## src/rtl/etfs_pkg.sv

```systemverilog
// ----------------------------------------------------------------------------
// etfs_pkg
// Shared types, sizes and helpers for the ethertype frame statistics block.
// ----------------------------------------------------------------------------
package etfs_pkg;

    // Table and counter sizing
    localparam int TABLE_ENTRIES = 16;
    localparam int COUNT_BITS    = 32;
    localparam int IDX_W         = (TABLE_ENTRIES > 1) ? $clog2(TABLE_ENTRIES) : 1;
    localparam int USED_W        = $clog2(TABLE_ENTRIES + 1);

    // Fixed field widths of the channels
    localparam int KEY_W   = 16;
    localparam int OUT_W   = 32;
    localparam int SLOT_W  = 4;

    // Types at or above this value are Ethernet II
    localparam logic [KEY_W-1:0] ETHERNET2_MIN = 16'h0600;

    // Frame kind codes
    localparam logic KIND_ETHERNET2 = 1'b0;
    localparam logic KIND_IEEE8023  = 1'b1;

    // Front-to-back queue depth
    localparam int QUEUE_DEPTH = 2;
    localparam int QPTR_W      = 1;

    typedef logic [COUNT_BITS-1:0] count_t;

    // One classified request waiting for the back end
    typedef struct packed {
        logic [KEY_W-1:0] key;
        logic             is_e2;
    } item_t;

    // One table entry as stored in the RAM
    typedef struct packed {
        logic [KEY_W-1:0] key;
        count_t           count;
    } entry_t;

    // One result as presented on the output channel
    typedef struct packed {
        logic              frame_kind;
        logic [OUT_W-1:0]  ethernet2_total;
        logic [OUT_W-1:0]  ieee8023_total;
        logic [SLOT_W-1:0] type_slot;
        logic [OUT_W-1:0]  type_count;
        logic              table_full;
    } result_t;

    // Back end sequencer states
    typedef enum logic {
        ST_IDLE,
        ST_SCAN
    } back_state_t;

    // Saturating increment
    function automatic count_t sat_inc(input count_t v);
        sat_inc = (v == '1) ? v : v + count_t'(1);
    endfunction

    // Low output bits of a counter
    function automatic logic [OUT_W-1:0] to_out(input count_t v);
        to_out = OUT_W'(v);
    endfunction

endpackage

```

## src/rtl/etfs_ram.sv

```systemverilog
// ----------------------------------------------------------------------------
// etfs_ram
// Generic single write port, single read port RAM with registered read data.
// ----------------------------------------------------------------------------
module etfs_ram #(
    parameter int WIDTH = 8,
    parameter int DEPTH = 16
) (
    input  logic                                        aclk,
    input  logic                                        wr_en,
    input  logic [((DEPTH > 1) ? $clog2(DEPTH) : 1)-1:0] wr_addr,
    input  logic [WIDTH-1:0]                            wr_data,
    input  logic                                        rd_en,
    input  logic [((DEPTH > 1) ? $clog2(DEPTH) : 1)-1:0] rd_addr,
    output logic [WIDTH-1:0]                            rd_data
);

    logic [WIDTH-1:0] mem_reg [DEPTH];
    logic [WIDTH-1:0] rd_data_reg;

    // Write port
    always_ff @(posedge aclk) begin
        if (wr_en) begin
            mem_reg[wr_addr] <= wr_data;
        end
    end

    // Registered read port
    always_ff @(posedge aclk) begin
        if (rd_en) begin
            rd_data_reg <= mem_reg[rd_addr];
        end
    end

    assign rd_data = rd_data_reg;

endmodule

```

## src/rtl/etfs_front.sv

```systemverilog
// ----------------------------------------------------------------------------
// etfs_front
// Accepts type/length requests, classifies them and queues them for the back.
// ----------------------------------------------------------------------------
module etfs_front (
    input  logic                          aclk,
    input  logic                          aresetn,
    input  logic                          s_valid,
    output logic                          s_ready,
    input  logic [etfs_pkg::KEY_W-1:0]    s_type_length,
    output logic                          q_valid,
    output etfs_pkg::item_t               q_item,
    input  logic                          q_pop
);

    etfs_pkg::item_t                  slot_reg [etfs_pkg::QUEUE_DEPTH];
    logic [etfs_pkg::QPTR_W-1:0]      wr_ptr_reg, wr_ptr_next;
    logic [etfs_pkg::QPTR_W-1:0]      rd_ptr_reg, rd_ptr_next;
    logic [etfs_pkg::QPTR_W:0]        fill_reg, fill_next;
    logic                             push;
    etfs_pkg::item_t                  in_item;

    // Classify the incoming request
    always_comb begin
        in_item.key   = s_type_length;
        in_item.is_e2 = (s_type_length >= etfs_pkg::ETHERNET2_MIN);
    end

    assign s_ready = (fill_reg != (etfs_pkg::QPTR_W + 1)'(etfs_pkg::QUEUE_DEPTH));
    assign push    = s_valid && s_ready;
    assign q_valid = (fill_reg != '0);
    assign q_item  = slot_reg[rd_ptr_reg];

    // Advance pointers and fill level
    always_comb begin
        wr_ptr_next = wr_ptr_reg;
        rd_ptr_next = rd_ptr_reg;
        fill_next   = fill_reg;
        if (push) begin
            wr_ptr_next = wr_ptr_reg + 1'b1;
        end
        if (q_pop) begin
            rd_ptr_next = rd_ptr_reg + 1'b1;
        end
        if (push && !q_pop) begin
            fill_next = fill_reg + 1'b1;
        end else if (!push && q_pop) begin
            fill_next = fill_reg - 1'b1;
        end
    end

    always_ff @(posedge aclk) begin
        if (!aresetn) begin
            wr_ptr_reg <= '0;
            rd_ptr_reg <= '0;
            fill_reg   <= '0;
        end else begin
            wr_ptr_reg <= wr_ptr_next;
            rd_ptr_reg <= rd_ptr_next;
            fill_reg   <= fill_next;
        end
    end

    // Store the request
    always_ff @(posedge aclk) begin
        if (push) begin
            slot_reg[wr_ptr_reg] <= in_item;
        end
    end

endmodule

```

## src/rtl/etfs_back.sv

```systemverilog
// ----------------------------------------------------------------------------
// etfs_back
// Updates the frame totals, scans the type table for Ethernet II requests and
// builds one result per request. The table is a RAM, scanned one entry per cycle.
// ----------------------------------------------------------------------------
module etfs_back (
    input  logic                 aclk,
    input  logic                 aresetn,
    input  logic                 q_valid,
    input  etfs_pkg::item_t      q_item,
    output logic                 q_pop,
    output logic                 m_valid,
    input  logic                 m_ready,
    output etfs_pkg::result_t    m_result
);

    etfs_pkg::back_state_t           state_reg, state_next;
    logic [etfs_pkg::KEY_W-1:0]      key_reg, key_next;
    logic [etfs_pkg::USED_W-1:0]     rd_idx_reg, rd_idx_next;
    logic                            pend_reg, pend_next;
    logic [etfs_pkg::IDX_W-1:0]      pend_idx_reg, pend_idx_next;
    logic [etfs_pkg::USED_W-1:0]     used_reg, used_next;
    etfs_pkg::count_t                e2_tot_reg, e2_tot_next;
    etfs_pkg::count_t                ie_tot_reg, ie_tot_next;
    etfs_pkg::result_t               res_reg, res_next;
    logic                            m_valid_reg, m_valid_next;

    logic                            ram_wr_en;
    logic [etfs_pkg::IDX_W-1:0]      ram_wr_addr;
    etfs_pkg::entry_t                ram_wr_data;
    logic                            ram_rd_en;
    logic [etfs_pkg::IDX_W-1:0]      ram_rd_addr;
    etfs_pkg::entry_t                ram_rd_data;
    etfs_pkg::count_t                hit_count;

    etfs_ram #(
        .WIDTH ($bits(etfs_pkg::entry_t)),
        .DEPTH (etfs_pkg::TABLE_ENTRIES)
    ) u_table (
        .aclk    (aclk),
        .wr_en   (ram_wr_en),
        .wr_addr (ram_wr_addr),
        .wr_data (ram_wr_data),
        .rd_en   (ram_rd_en),
        .rd_addr (ram_rd_addr),
        .rd_data (ram_rd_data)
    );

    assign hit_count = etfs_pkg::sat_inc(ram_rd_data.count);

    // Sequence: pop a request, scan the table for Ethernet II, load the result
    always_comb begin
        state_next    = state_reg;
        key_next      = key_reg;
        rd_idx_next   = rd_idx_reg;
        pend_next     = pend_reg;
        pend_idx_next = pend_idx_reg;
        used_next     = used_reg;
        e2_tot_next   = e2_tot_reg;
        ie_tot_next   = ie_tot_reg;
        res_next      = res_reg;
        m_valid_next  = m_valid_reg;
        q_pop         = 1'b0;
        ram_wr_en     = 1'b0;
        ram_wr_addr   = pend_idx_reg;
        ram_wr_data   = '{key: key_reg, count: hit_count};
        ram_rd_en     = 1'b0;
        ram_rd_addr   = rd_idx_reg[etfs_pkg::IDX_W-1:0];

        // Drop the result once taken
        if (m_valid_reg && m_ready) begin
            m_valid_next = 1'b0;
        end

        case (state_reg)
            etfs_pkg::ST_IDLE: begin
                if (q_valid && !m_valid_reg) begin
                    q_pop = 1'b1;
                    if (q_item.is_e2) begin
                        e2_tot_next = etfs_pkg::sat_inc(e2_tot_reg);
                        key_next    = q_item.key;
                        rd_idx_next = '0;
                        pend_next   = 1'b0;
                        state_next  = etfs_pkg::ST_SCAN;
                    end else begin
                        ie_tot_next              = etfs_pkg::sat_inc(ie_tot_reg);
                        res_next.frame_kind      = etfs_pkg::KIND_IEEE8023;
                        res_next.ethernet2_total = etfs_pkg::to_out(e2_tot_reg);
                        res_next.ieee8023_total  = etfs_pkg::to_out(ie_tot_next);
                        res_next.type_slot       = '0;
                        res_next.type_count      = '0;
                        res_next.table_full      = 1'b0;
                        m_valid_next             = 1'b1;
                    end
                end
            end
            etfs_pkg::ST_SCAN: begin
                // Issue the next read while entries remain
                if (rd_idx_reg < used_reg) begin
                    ram_rd_en     = 1'b1;
                    rd_idx_next   = rd_idx_reg + 1'b1;
                    pend_next     = 1'b1;
                    pend_idx_next = rd_idx_reg[etfs_pkg::IDX_W-1:0];
                end else begin
                    pend_next = 1'b0;
                end

                res_next.frame_kind      = etfs_pkg::KIND_ETHERNET2;
                res_next.ethernet2_total = etfs_pkg::to_out(e2_tot_reg);
                res_next.ieee8023_total  = etfs_pkg::to_out(ie_tot_reg);

                if (pend_reg && (ram_rd_data.key == key_reg)) begin
                    // Hit: bump the entry count
                    ram_wr_en           = 1'b1;
                    res_next.type_slot  = etfs_pkg::SLOT_W'(pend_idx_reg);
                    res_next.type_count = etfs_pkg::to_out(hit_count);
                    res_next.table_full = 1'b0;
                    m_valid_next        = 1'b1;
                    state_next          = etfs_pkg::ST_IDLE;
                end else if (!pend_reg && (rd_idx_reg >= used_reg)) begin
                    // Miss: allocate a free entry or flag a full table
                    if (used_reg < etfs_pkg::USED_W'(etfs_pkg::TABLE_ENTRIES)) begin
                        ram_wr_en           = 1'b1;
                        ram_wr_addr         = used_reg[etfs_pkg::IDX_W-1:0];
                        ram_wr_data         = '{key: key_reg, count: etfs_pkg::count_t'(1)};
                        used_next           = used_reg + 1'b1;
                        res_next.type_slot  = etfs_pkg::SLOT_W'(used_reg);
                        res_next.type_count = etfs_pkg::OUT_W'(1);
                        res_next.table_full = 1'b0;
                    end else begin
                        res_next.type_slot  = '0;
                        res_next.type_count = '0;
                        res_next.table_full = 1'b1;
                    end
                    m_valid_next = 1'b1;
                    state_next   = etfs_pkg::ST_IDLE;
                end
            end
            default: begin
                state_next = etfs_pkg::ST_IDLE;
            end
        endcase
    end

    // Control state
    always_ff @(posedge aclk) begin
        if (!aresetn) begin
            state_reg   <= etfs_pkg::ST_IDLE;
            pend_reg    <= 1'b0;
            rd_idx_reg  <= '0;
            used_reg    <= '0;
            e2_tot_reg  <= '0;
            ie_tot_reg  <= '0;
            m_valid_reg <= 1'b0;
        end else begin
            state_reg   <= state_next;
            pend_reg    <= pend_next;
            rd_idx_reg  <= rd_idx_next;
            used_reg    <= used_next;
            e2_tot_reg  <= e2_tot_next;
            ie_tot_reg  <= ie_tot_next;
            m_valid_reg <= m_valid_next;
        end
    end

    // Payload
    always_ff @(posedge aclk) begin
        key_reg      <= key_next;
        pend_idx_reg <= pend_idx_next;
        res_reg      <= res_next;
    end

    assign m_valid  = m_valid_reg;
    assign m_result = res_reg;

endmodule

```

## src/rtl/ethertype_frame_statistics.sv

```systemverilog
// ----------------------------------------------------------------------------
// ethertype_frame_statistics
// Counts Ethernet II and 802.3 frames and keeps per-ethertype counts in a
// table of seen types.
//
//   Channel  Direction  Handshake           Payload
//   s_       in         s_valid / s_ready   type_length
//   m_       out        m_valid / m_ready   frame kind, totals, slot, count, full
//
// An 802.3 request gives its result in the cycle after it leaves the queue.
// An Ethernet II request scans the table in the back end, where the table RAM
// has one read port, scanned one entry per cycle. A two-deep queue keeps taking
// requests while a result waits. Reset is synchronous, active low, and empties
// the table at once.
// ----------------------------------------------------------------------------
module ethertype_frame_statistics (
    input  logic                          aclk,
    input  logic                          aresetn,
    input  logic                          s_valid,
    output logic                          s_ready,
    input  logic [etfs_pkg::KEY_W-1:0]    s_type_length,
    output logic                          m_valid,
    input  logic                          m_ready,
    output logic                          m_frame_kind,
    output logic [etfs_pkg::OUT_W-1:0]    m_ethernet2_total,
    output logic [etfs_pkg::OUT_W-1:0]    m_ieee8023_total,
    output logic [etfs_pkg::SLOT_W-1:0]   m_type_slot,
    output logic [etfs_pkg::OUT_W-1:0]    m_type_count,
    output logic                          m_table_full
);

    logic                 q_valid;
    logic                 q_pop;
    etfs_pkg::item_t      q_item;
    etfs_pkg::result_t    result;

    // Accept and classify
    etfs_front u_front (
        .aclk          (aclk),
        .aresetn       (aresetn),
        .s_valid       (s_valid),
        .s_ready       (s_ready),
        .s_type_length (s_type_length),
        .q_valid       (q_valid),
        .q_item        (q_item),
        .q_pop         (q_pop)
    );

    // Count and look up
    etfs_back u_back (
        .aclk     (aclk),
        .aresetn  (aresetn),
        .q_valid  (q_valid),
        .q_item   (q_item),
        .q_pop    (q_pop),
        .m_valid  (m_valid),
        .m_ready  (m_ready),
        .m_result (result)
    );

    assign m_frame_kind      = result.frame_kind;
    assign m_ethernet2_total = result.ethernet2_total;
    assign m_ieee8023_total  = result.ieee8023_total;
    assign m_type_slot       = result.type_slot;
    assign m_type_count      = result.type_count;
    assign m_table_full      = result.table_full;

endmodule

```

## config.mk

```make
export PLATFORM = sky130hd
export DESIGN_NAME = ethertype_frame_statistics
export DESIGN_NICKNAME = d
export VERILOG_FILES = /design/src/rtl/etfs_pkg.sv /design/src/rtl/etfs_ram.sv /design/src/rtl/etfs_front.sv /design/src/rtl/etfs_back.sv /design/src/rtl/ethertype_frame_statistics.sv
export SDC_FILE = /design/constraint.sdc
export NUM_CORES = 1
export LEC_CHECK = 0
export ABC_AREA = 1
export ABC_CLOCK_PERIOD_IN_PS = 12700
export BUFFER_PORTS_ARGS = -buffer_cell sky130_fd_sc_hd__buf_2
export CORE_MARGIN = 2
export CORE_UTILIZATION = 60
export CTS_BUF_LIST = sky130_fd_sc_hd__clkbuf_8
export DETAILED_ROUTE_END_ITERATION = 12
export PLACE_DENSITY = 0.77
export SYNTH_ARGS = -nofsm -noshare
export SYNTH_HDL_FRONTEND = slang
export SYNTH_SLANG_ARGS = --single-unit
```

## constraint.sdc

```tcl
create_clock -name aclk -period 12.7 [get_ports aclk]
set_input_delay 2.54 -clock aclk [delete_from_list [all_inputs] [get_ports aclk]]
set_output_delay 2.54 -clock aclk [all_outputs]
set_load 0.005 [all_outputs]
```

==> summary.md, run 1 <==
| Metric | Value |
|---|---|
| Status | finished clean |
| Final hold vios | 0 |
| Clock-pin transition on the worst setup and hold timing paths | 0.06 ns |
| ANT nets after route | 0 |
| Final Cycle Share | 42.1% |
| Main flop type after synthesis | edfxtp_1 |
| Hold crit path type | register to register |
| Cell Pwr Density | 186 mW/mm^2 |
| Placed Cells | 4605 |
| Synth warnings | 0 |
| Setup_tns | 0 ns |
| Skew-Pair Late Insertion Delay | 0.82 ns |
| Critical Path RT | 13.15 ns |
| Final setup margin | 7.36 ns |
| Yosys top cell by area | edfxtp_1 |
| Via density | 5.97 |
| Clock root buffer | clkbuf_8 |
| WL/cell | 21.6 um |
| Finish-stage setup viols | 0 |
| Max clock buf depth | 3 |
| Number of synthesized flops with an enable pin | 972 |
| Largest net degree at the start of global routing | 133 |
| CTS tree | built |
| Initial antenna violation count | 2 |
| Residual DRC | 0 |
| CP Launch Type | register |
| DRT Pass-1 Iters | 6 |
| RSZ-0062 raised after global routing | false |
| Core ar. | 0.0728 mm^2 |
| Clk_skew | 0.0346 ns |
| Max-slew violation count | 0 |
| Critical setup path kind | register to register |
| Yosys cell types | 53 |
| Post-CTS setup buffers | 0 |
| Die W | 275 um |
| CTS H-Tree Depth | 4 |
| Setup crit end kind | register |
| Seq/Total Area, Yosys | 69.9% |
| Slowest library cell on the worst path | nor2_4 |
| Die Y | 275 um |
| Leakage | 16.7 nW |
| Syn Std Cell Area | 0.0441 mm^2 |
| NumNets Final | 3840 |
| Share of the synthesized area in the top cell type | 66.2% |
| Crit path max fanout | 132 |
| Final WL | 106 mm |
| Max Fclk | 187 MHz |
| Commonest cells in the netlist | 972 x edfxtp_1, 613 x nor2_1, 574 x nand2_1 |
| CTS buffer count | 161 |
| Most frequent cell after synthesis | edfxtp_1 |
| DP Wirelength | 62.4 mm |
| Mapped Cells | 3674 |
| Least-Margin Pin Slew | 1.16 ns |
| Synth-to-layout area growth | 9.37% |
| Worst VDD drop | 0.137 mV |
| Syn_area_per_cell | 12.0 um^2 |
| Max reg flops | 768 |
| Final std cells w/o fill | 4889 |
| Fillers | 5204 |
| Share of cells above drive strength 1 | 12.7% |
| Asr flop ratio synth | 0% |
| Crit path DAT | 5.80 ns |
| Max_cap viols | 0 |
| CP cell instances | inv_8, ha_1, nand2_1, nand3_2, nand3_2, nand2_1, nand3_1, nor2_4, buf_4 |
| Minimum clock period | 5.34 ns |
| Initial cell density of the core | 60.5% |
| Wire length of the first global-routing pass | 160 mm |
| Synthesized flop and latch total | 1054 |
| IO Pins | 124 |
| Pre-CTS WS | 7.45 ns |
| Remaining Overflow, GRT | 0 |
| Port bufs | 123 |
| Slew Limit Headroom | 22.6% |
| Placer congestion estimate | 0.941 |
| Syn nets | 3705 |
| Cts hold-fix bufs | 0 |
| FP Rows | 99 |
| Synth area leaders | edfxtp_1 66%, nor2_1 5.2%, nand2_1 4.9%, dfxtp_1 3.7%, o21ai_0 3.2% |
| # clock sinks | 1054 |
| Post-CTS Resized | 0 |
| Vias in the first global route | 28150 |
| Die ar. | 0.0757 mm^2 |
| Vias | 29209 |
| Total GRT Usage | 28.0% |
| Crit path largest cell delay | 0.93 ns |
| Initial DRC count | 3524 |
kinds of logic after synthesis:
family / synth area share, %
AO/OA/AOI/OAI: 8.88
buffers and inverters: 4.10
AND/OR/NAND/NOR: 14.0
adder cells (fa/ha/maj): 0.312
flip-flops: 69.9
XOR/XNOR: 1.05
multiplexers: 1.77
critical path: cells and delay by family (launching register included):
kind | cells | cell delay [ns]
adder cells (fa/ha/maj) | 1 | 0.44
flip-flops | 1 | 0.76
AND/OR/NAND/NOR | 6 | 2.72
buffers and inverters | 2 | 0.94
path summary, 6_finish.rpt:
| path | endpoint | slack, ns | start | cells after the start |
|---|---|---|---|---|
| worst max-delay path | u_back.u_table.mem_reg[6][37] | 7.36 | u_back.rd_idx_reg[0] | 9 |
| worst min-delay path | u_back.used_reg[4] | 0.47 | u_back.used_reg[3] | 2 |
| worst max register to register | u_back.u_table.mem_reg[6][37] | 7.36 | u_back.rd_idx_reg[0] | 9 |
| worst min register to register | u_back.used_reg[4] | 0.47 | u_back.used_reg[3] | 2 |
where the power goes:
part	leakage (nW)	total (mW)	switching (mW)	internal, mW
sequential	9.50	4.71	0.258	4.45
combinational	5.54	1.73	1.27	0.458
clock	1.65	2.54	1.26	1.28
routing by layer:
| metal | wire length [um] | global-route usage (%) | vias up |
|---|---|---|---|
| met3 | 7960 | 4.66 | 260 |
| met4 | 4930 | 14.5 | 0 |
| li1 | - | - | 13394 |
| met2 | 51600 | 45.8 | 1387 |
| met5 | 0 | 0 | - |
| met1 | 41100 | 36.5 | 14168 |
per-stage QoR:
step	cell area, um^2	hold WS, ns	power [mW]	utilization (%)
2_1_floorplan	44100	0.429	5.84	-
3_3_place_gp	45400	0.482	6.44	62.3
3_5_place_dp	45400	0.487	6.49	62.3
4_1_cts	48200	0.480	8.99	66.2
5_1_grt	48200	0.515	9.36	66.2
6_report	48200	0.470	8.98	66.2
cell usage in the layout, fill, tap and decap left out, types with 6 or more instances in the layout:
cell	synthesis	final
buf_4	19	43
nand2_2	27	28
a21oi_1	39	39
nor2_2	8	8
nor2_4	1	18
o211ai_1	36	36
o32ai_1	96	96
inv_1	192	236
clkinv_2	0	16
clkinvlp_4	0	6
a31oi_1	10	10
mux2i_1	78	78
xor2_1	36	36
ha_1	11	11
nand3_1	160	160
clkbuf_8	1	171
nor3_1	35	35
o221ai_1	60	60
dfxtp_1	82	79
nand2_1	574	573
nand4_1	18	18
o22ai_1	21	21
xnor2_1	17	17
clkinv_1	2	39
nor2_1	613	596
inv_2	11	15
o21ai_1	17	17
nand3b_1	7	7
edfxtp_1	972	972
buf_2	50	123
a21oi_2	38	38
o21ai_0	285	285
area by class of cell:
cell class / count / area, um^2 / area share, %
flip-flops and latches: 1054 / 30800 / 63.9
multi-input cells: 2220 / 11600 / 24.0
clock buffers: 171 / 2350 / 4.88
well taps: 959 / 1200 / 2.49
repair buffers: 166 / 938 / 1.95
inverters: 206 / 783 / 1.62
clock inverters: 111 / 517 / 1.07
diodes: 2 / 5.00 / 0.0104
No activity file was read; power rests on OpenSTA's default activity.
==> run 2, diff against run 1 <==
--- a/config.mk
+++ b/config.mk
@@ -5,14 +5,14 @@
 export SDC_FILE = /design/constraint.sdc
 export NUM_CORES = 1
 export LEC_CHECK = 0
-export ABC_AREA = 1
-export ABC_CLOCK_PERIOD_IN_PS = 12700
+export ABC_AREA = 0
+export ABC_CLOCK_PERIOD_IN_PS = 4900
 export BUFFER_PORTS_ARGS = -buffer_cell sky130_fd_sc_hd__buf_2
 export CORE_MARGIN = 2
-export CORE_UTILIZATION = 60
+export CORE_UTILIZATION = 58
 export CTS_BUF_LIST = sky130_fd_sc_hd__clkbuf_8
 export DETAILED_ROUTE_END_ITERATION = 12
-export PLACE_DENSITY = 0.77
+export PLACE_DENSITY = 0.78
 export SYNTH_ARGS = -nofsm -noshare
 export SYNTH_HDL_FRONTEND = slang
 export SYNTH_SLANG_ARGS = --single-unit
==> constraint.sdc (replaced) <==
create_clock -name aclk -period 4.9 [get_ports aclk]
set_input_delay 0.98 -clock aclk [delete_from_list [all_inputs] [get_ports aclk]]
set_output_delay 0.98 -clock aclk [all_outputs]
set_load 0.005 [all_outputs]
==> run 2 against run 1 <==
Compared with the run above: die area down 2.8%; fmax grew 32%; worst hold slack got worse by 0.098 ns; worst setup slack worse by 6.5 ns; critical endpoint is now u_back.u_table.mem_reg[2][6]; clock-buffer cell count is 2 lower; sequential share of layout area increased by 2.4 points; largest power group unchanged; sequential power up 150%; highest routed layer unchanged; non-clock buffer count up 3; synthesized area down 6.1%.
==> summary.md, run 2 <==
| Metric | Value |
|---|---|
| Finish-stage setup viols | 0 |
| Final hold vios | 0 |
| Switching share of total power | 25.0% |
| DP Wirelength | 48.3 mm |
| Placed inst area | 0.0435 mm^2 |
| RSZ-0062 raised after global routing | false |
| Synth-to-layout area growth | 12.3% |
| Placer congestion estimate | 0.911 |
| Buf+Inv Stages, Crit Path | 3 |
| Sw power | 5.15 mW |
| Yosys cell types | 63 |
| Share of cells above drive strength 1 | 26.4% |
| # clock sinks | 1054 |
| Initial antenna violation count | 2 |
| CP delay by family, top | buffers and inverters |
| Syn_area_per_cell | 19.1 um^2 |
| Post-CTS Resized | 0 |
| Max_cap viols | 0 |
| Total GRT Usage | 24.1% |
| Hold path depth | 1 |
| Core ar. | 0.0704 mm^2 |
| Wire length of the first global-routing pass | 133 mm |
| Finished Cell Area | 0.0465 mm^2 |
| Crit path max fanout | 48 |
| Met3 usage | 4.35% |
| Max reg flops | 768 |
| Leakage | 14.6 nW |
| Slowest library cell on the worst path | mux2i_1 |
| Reg2Reg Launch Point | u_back.state_reg |
| WHS Endpoint | u_front.slot_reg[1][1] |
| Main flop type after synthesis | edfxtp_1 |
| Commonest cells in the netlist | 972 x edfxtp_1, 240 x mux4_2, 113 x a21oi_1 |
| Clock power frac | 33.0% |
| Crit path DAT | 4.54 ns |
| Syn nets | 2199 |
| Port bufs | 123 |
| Most common cell after layout, fill and taps aside | edfxtp_1 |
| Cell Pwr Density | 442 mW/mm^2 |
| Most frequent cell after synthesis | edfxtp_1 |
| Largest net degree at the start of global routing | 75 |
| Synthesized flop and latch total | 1054 |
| Synth warnings | 0 |
| Clk_skew | 0.0267 ns |
| Critical Path RT | 5.41 ns |
| CTS tree | built |
| ANT nets after route | 0 |
| Synth area leaders | edfxtp_1 71%, mux4_2 13%, dfxtp_1 4.0%, a21oi_1 1.4%, xnor2_1 0.91% |
| Minimum clock period | 4.03 ns |
| Gr busiest metal | met2 |
| NumNets Final | 2426 |
| FP Rows | 97 |
| Post-CTS setup buffers | 0 |
| Combinational cell fraction of total power | 10.5% |
| Yosys top cell by area | edfxtp_1 |
| Die W | 271 um |
| Initial DRC count | 2485 |
| Util after Layout | 66.0% |
| Final Cycle Share | 82.3% |
| Hold Crit Start | s_type_length[0] |
| Least-Margin Pin Slew | 1.29 ns |
| Reg2Reg Depth | 7 |
| Hold crit path type | primary input to register |
| Asr flop ratio synth | 0% |
| Critical setup path kind | register to register |
| CTS H-Tree Depth | 4 |
| Clock-pin transition on the worst setup and hold timing paths | 0.06 ns |
| Syn Std Cell Area | 0.0414 mm^2 |
| Total stage count of the critical path | 7 |
| Sequential Power Share | 56.5% |
| Skew-Pair Late Insertion Delay | 0.80 ns |
| Residual DRC | 0 |
| Vias | 21946 |
| Cts hold-fix bufs | 0 |
| Max clock buf depth | 3 |
| Routing usage on met1 | 32.8% |
| R2R Setup Slk | 0.87 ns |
| IO Pins | 124 |
| Status | finished clean |
| Met2 Usage GRT | 39.3% |
| Die ar. | 0.0735 mm^2 |
| CP Launch Type | register |
| Max Fclk | 248 MHz |
| Fillers | 4471 |
| Crit path largest cell delay | 0.82 ns |
| Share of the synthesized area in the top cell type | 70.5% |
| Final std cells w/o fill | 3465 |
| Seq/Total Area, Yosys | 74.5% |
| Worst VDD drop | 0.229 mV |
| Placed Cells | 3173 |
| Setup crit end kind | register |
| Mapped Cells | 2168 |
| Cell-internal power | 15.4 mW |
| Die Y | 271 um |
| Number of synthesized flops with an enable pin | 972 |
| Commonest cells after routing, fill and taps aside | 972 x edfxtp_1, 240 x mux4_2, 169 x clkbuf_8 |
| Final WL | 87.6 mm |
| CP cell instances | inv_1, nor3_1, and2_2, buf_4, mux2i_1, a21oi_4, buf_12 |
| Remaining Overflow, GRT | 0 |
| Vias in the first global route | 22093 |
| Clock root buffer | clkbuf_8 |
| Slew Limit Headroom | 14.0% |
| R2R Path End | u_back.u_table.mem_reg[2][6] |
| CTS buffer count | 160 |
| WL/cell | 25.3 um |
| Via density | 6.33 |
| Max-slew violation count | 0 |
| Initial cell density of the core | 58.8% |
| DRT Pass-1 Iters | 6 |
## run 2: per-layer routing
layer / vias to the layer above / part of all wire (%)
met1: 11196 / 39
met4: 0 / 2.7
li1: 9409 / -
met2: 1142 / 50
met3: 199 / 8.3
met5: - / 0
## run 2: how the worst max path moves through the flow
stage / startpoint / end / slack [ns]
after floorplan: u_back.rd_idx_reg[0] / u_back.u_table.mem_reg[11][0] / -0.77
after global placement: u_back.state_reg / u_back.u_table.mem_reg[2][6] / 1.21
after detailed placement: u_back.state_reg / u_back.u_table.mem_reg[2][7] / 1.00
after CTS: u_back.state_reg / u_back.u_table.mem_reg[3][27] / 0.96
after global routing: u_back.state_reg / u_back.u_table.mem_reg[3][25] / 0.68
final: u_back.state_reg / u_back.u_table.mem_reg[2][6] / 0.87
## run 2: power by group through the flow
stage	Sequential, mW	Combinational (mW)	Clock [mW]
2_1_floorplan	11.6	1.29	0
3_3_place_gp	11.7	2.07	0
3_5_place_dp	11.8	2.17	0
4_1_cts	11.6	2.17	6.90
5_1_grt	11.7	2.34	7.26
6_report	11.6	2.16	6.79
## run 2: kinds of logic after synthesis
kind of cell    after synthesis  share of synthesized area [%]
compound gates              234                           3.39
flops                      1054                           74.5
fa+ha+maj                    11                          0.332
simple gates                406                           5.35
xor+xnor                     67                           1.42
buf+inv                     128                           1.25
mux                         268                           13.8
## run 2: stage by stage
step                      hold slack, ns  TNS, ns  power (mW)  setup slack, ns
final                              0.372        0        20.6            0.866
after global routing               0.344        0        21.3            0.680
after CTS                          0.319        0        20.7            0.960
after detailed placement           0.479        0        14.0             1.00
after global placement             0.465        0        13.8             1.21
after floorplan                    0.432  -406.19        12.9           -0.773
## run 2: area by class of cell
| cell class | count | area [um^2] | area share, % |
|---|---|---|---|
| Antenna cell | 2 | 5.00 | 0.0108 |
| Inverter | 24 | 90.1 | 0.194 |
| Timing Repair Buffer | 169 | 1100 | 2.36 |
| Clock inverter | 121 | 682 | 1.47 |
| Clock buffer | 169 | 2330 | 5.00 |
| Tap cell | 940 | 1180 | 2.53 |
| Multi-Input combinational cell | 986 | 10300 | 22.1 |
| Sequential cell | 1054 | 30800 | 66.4 |
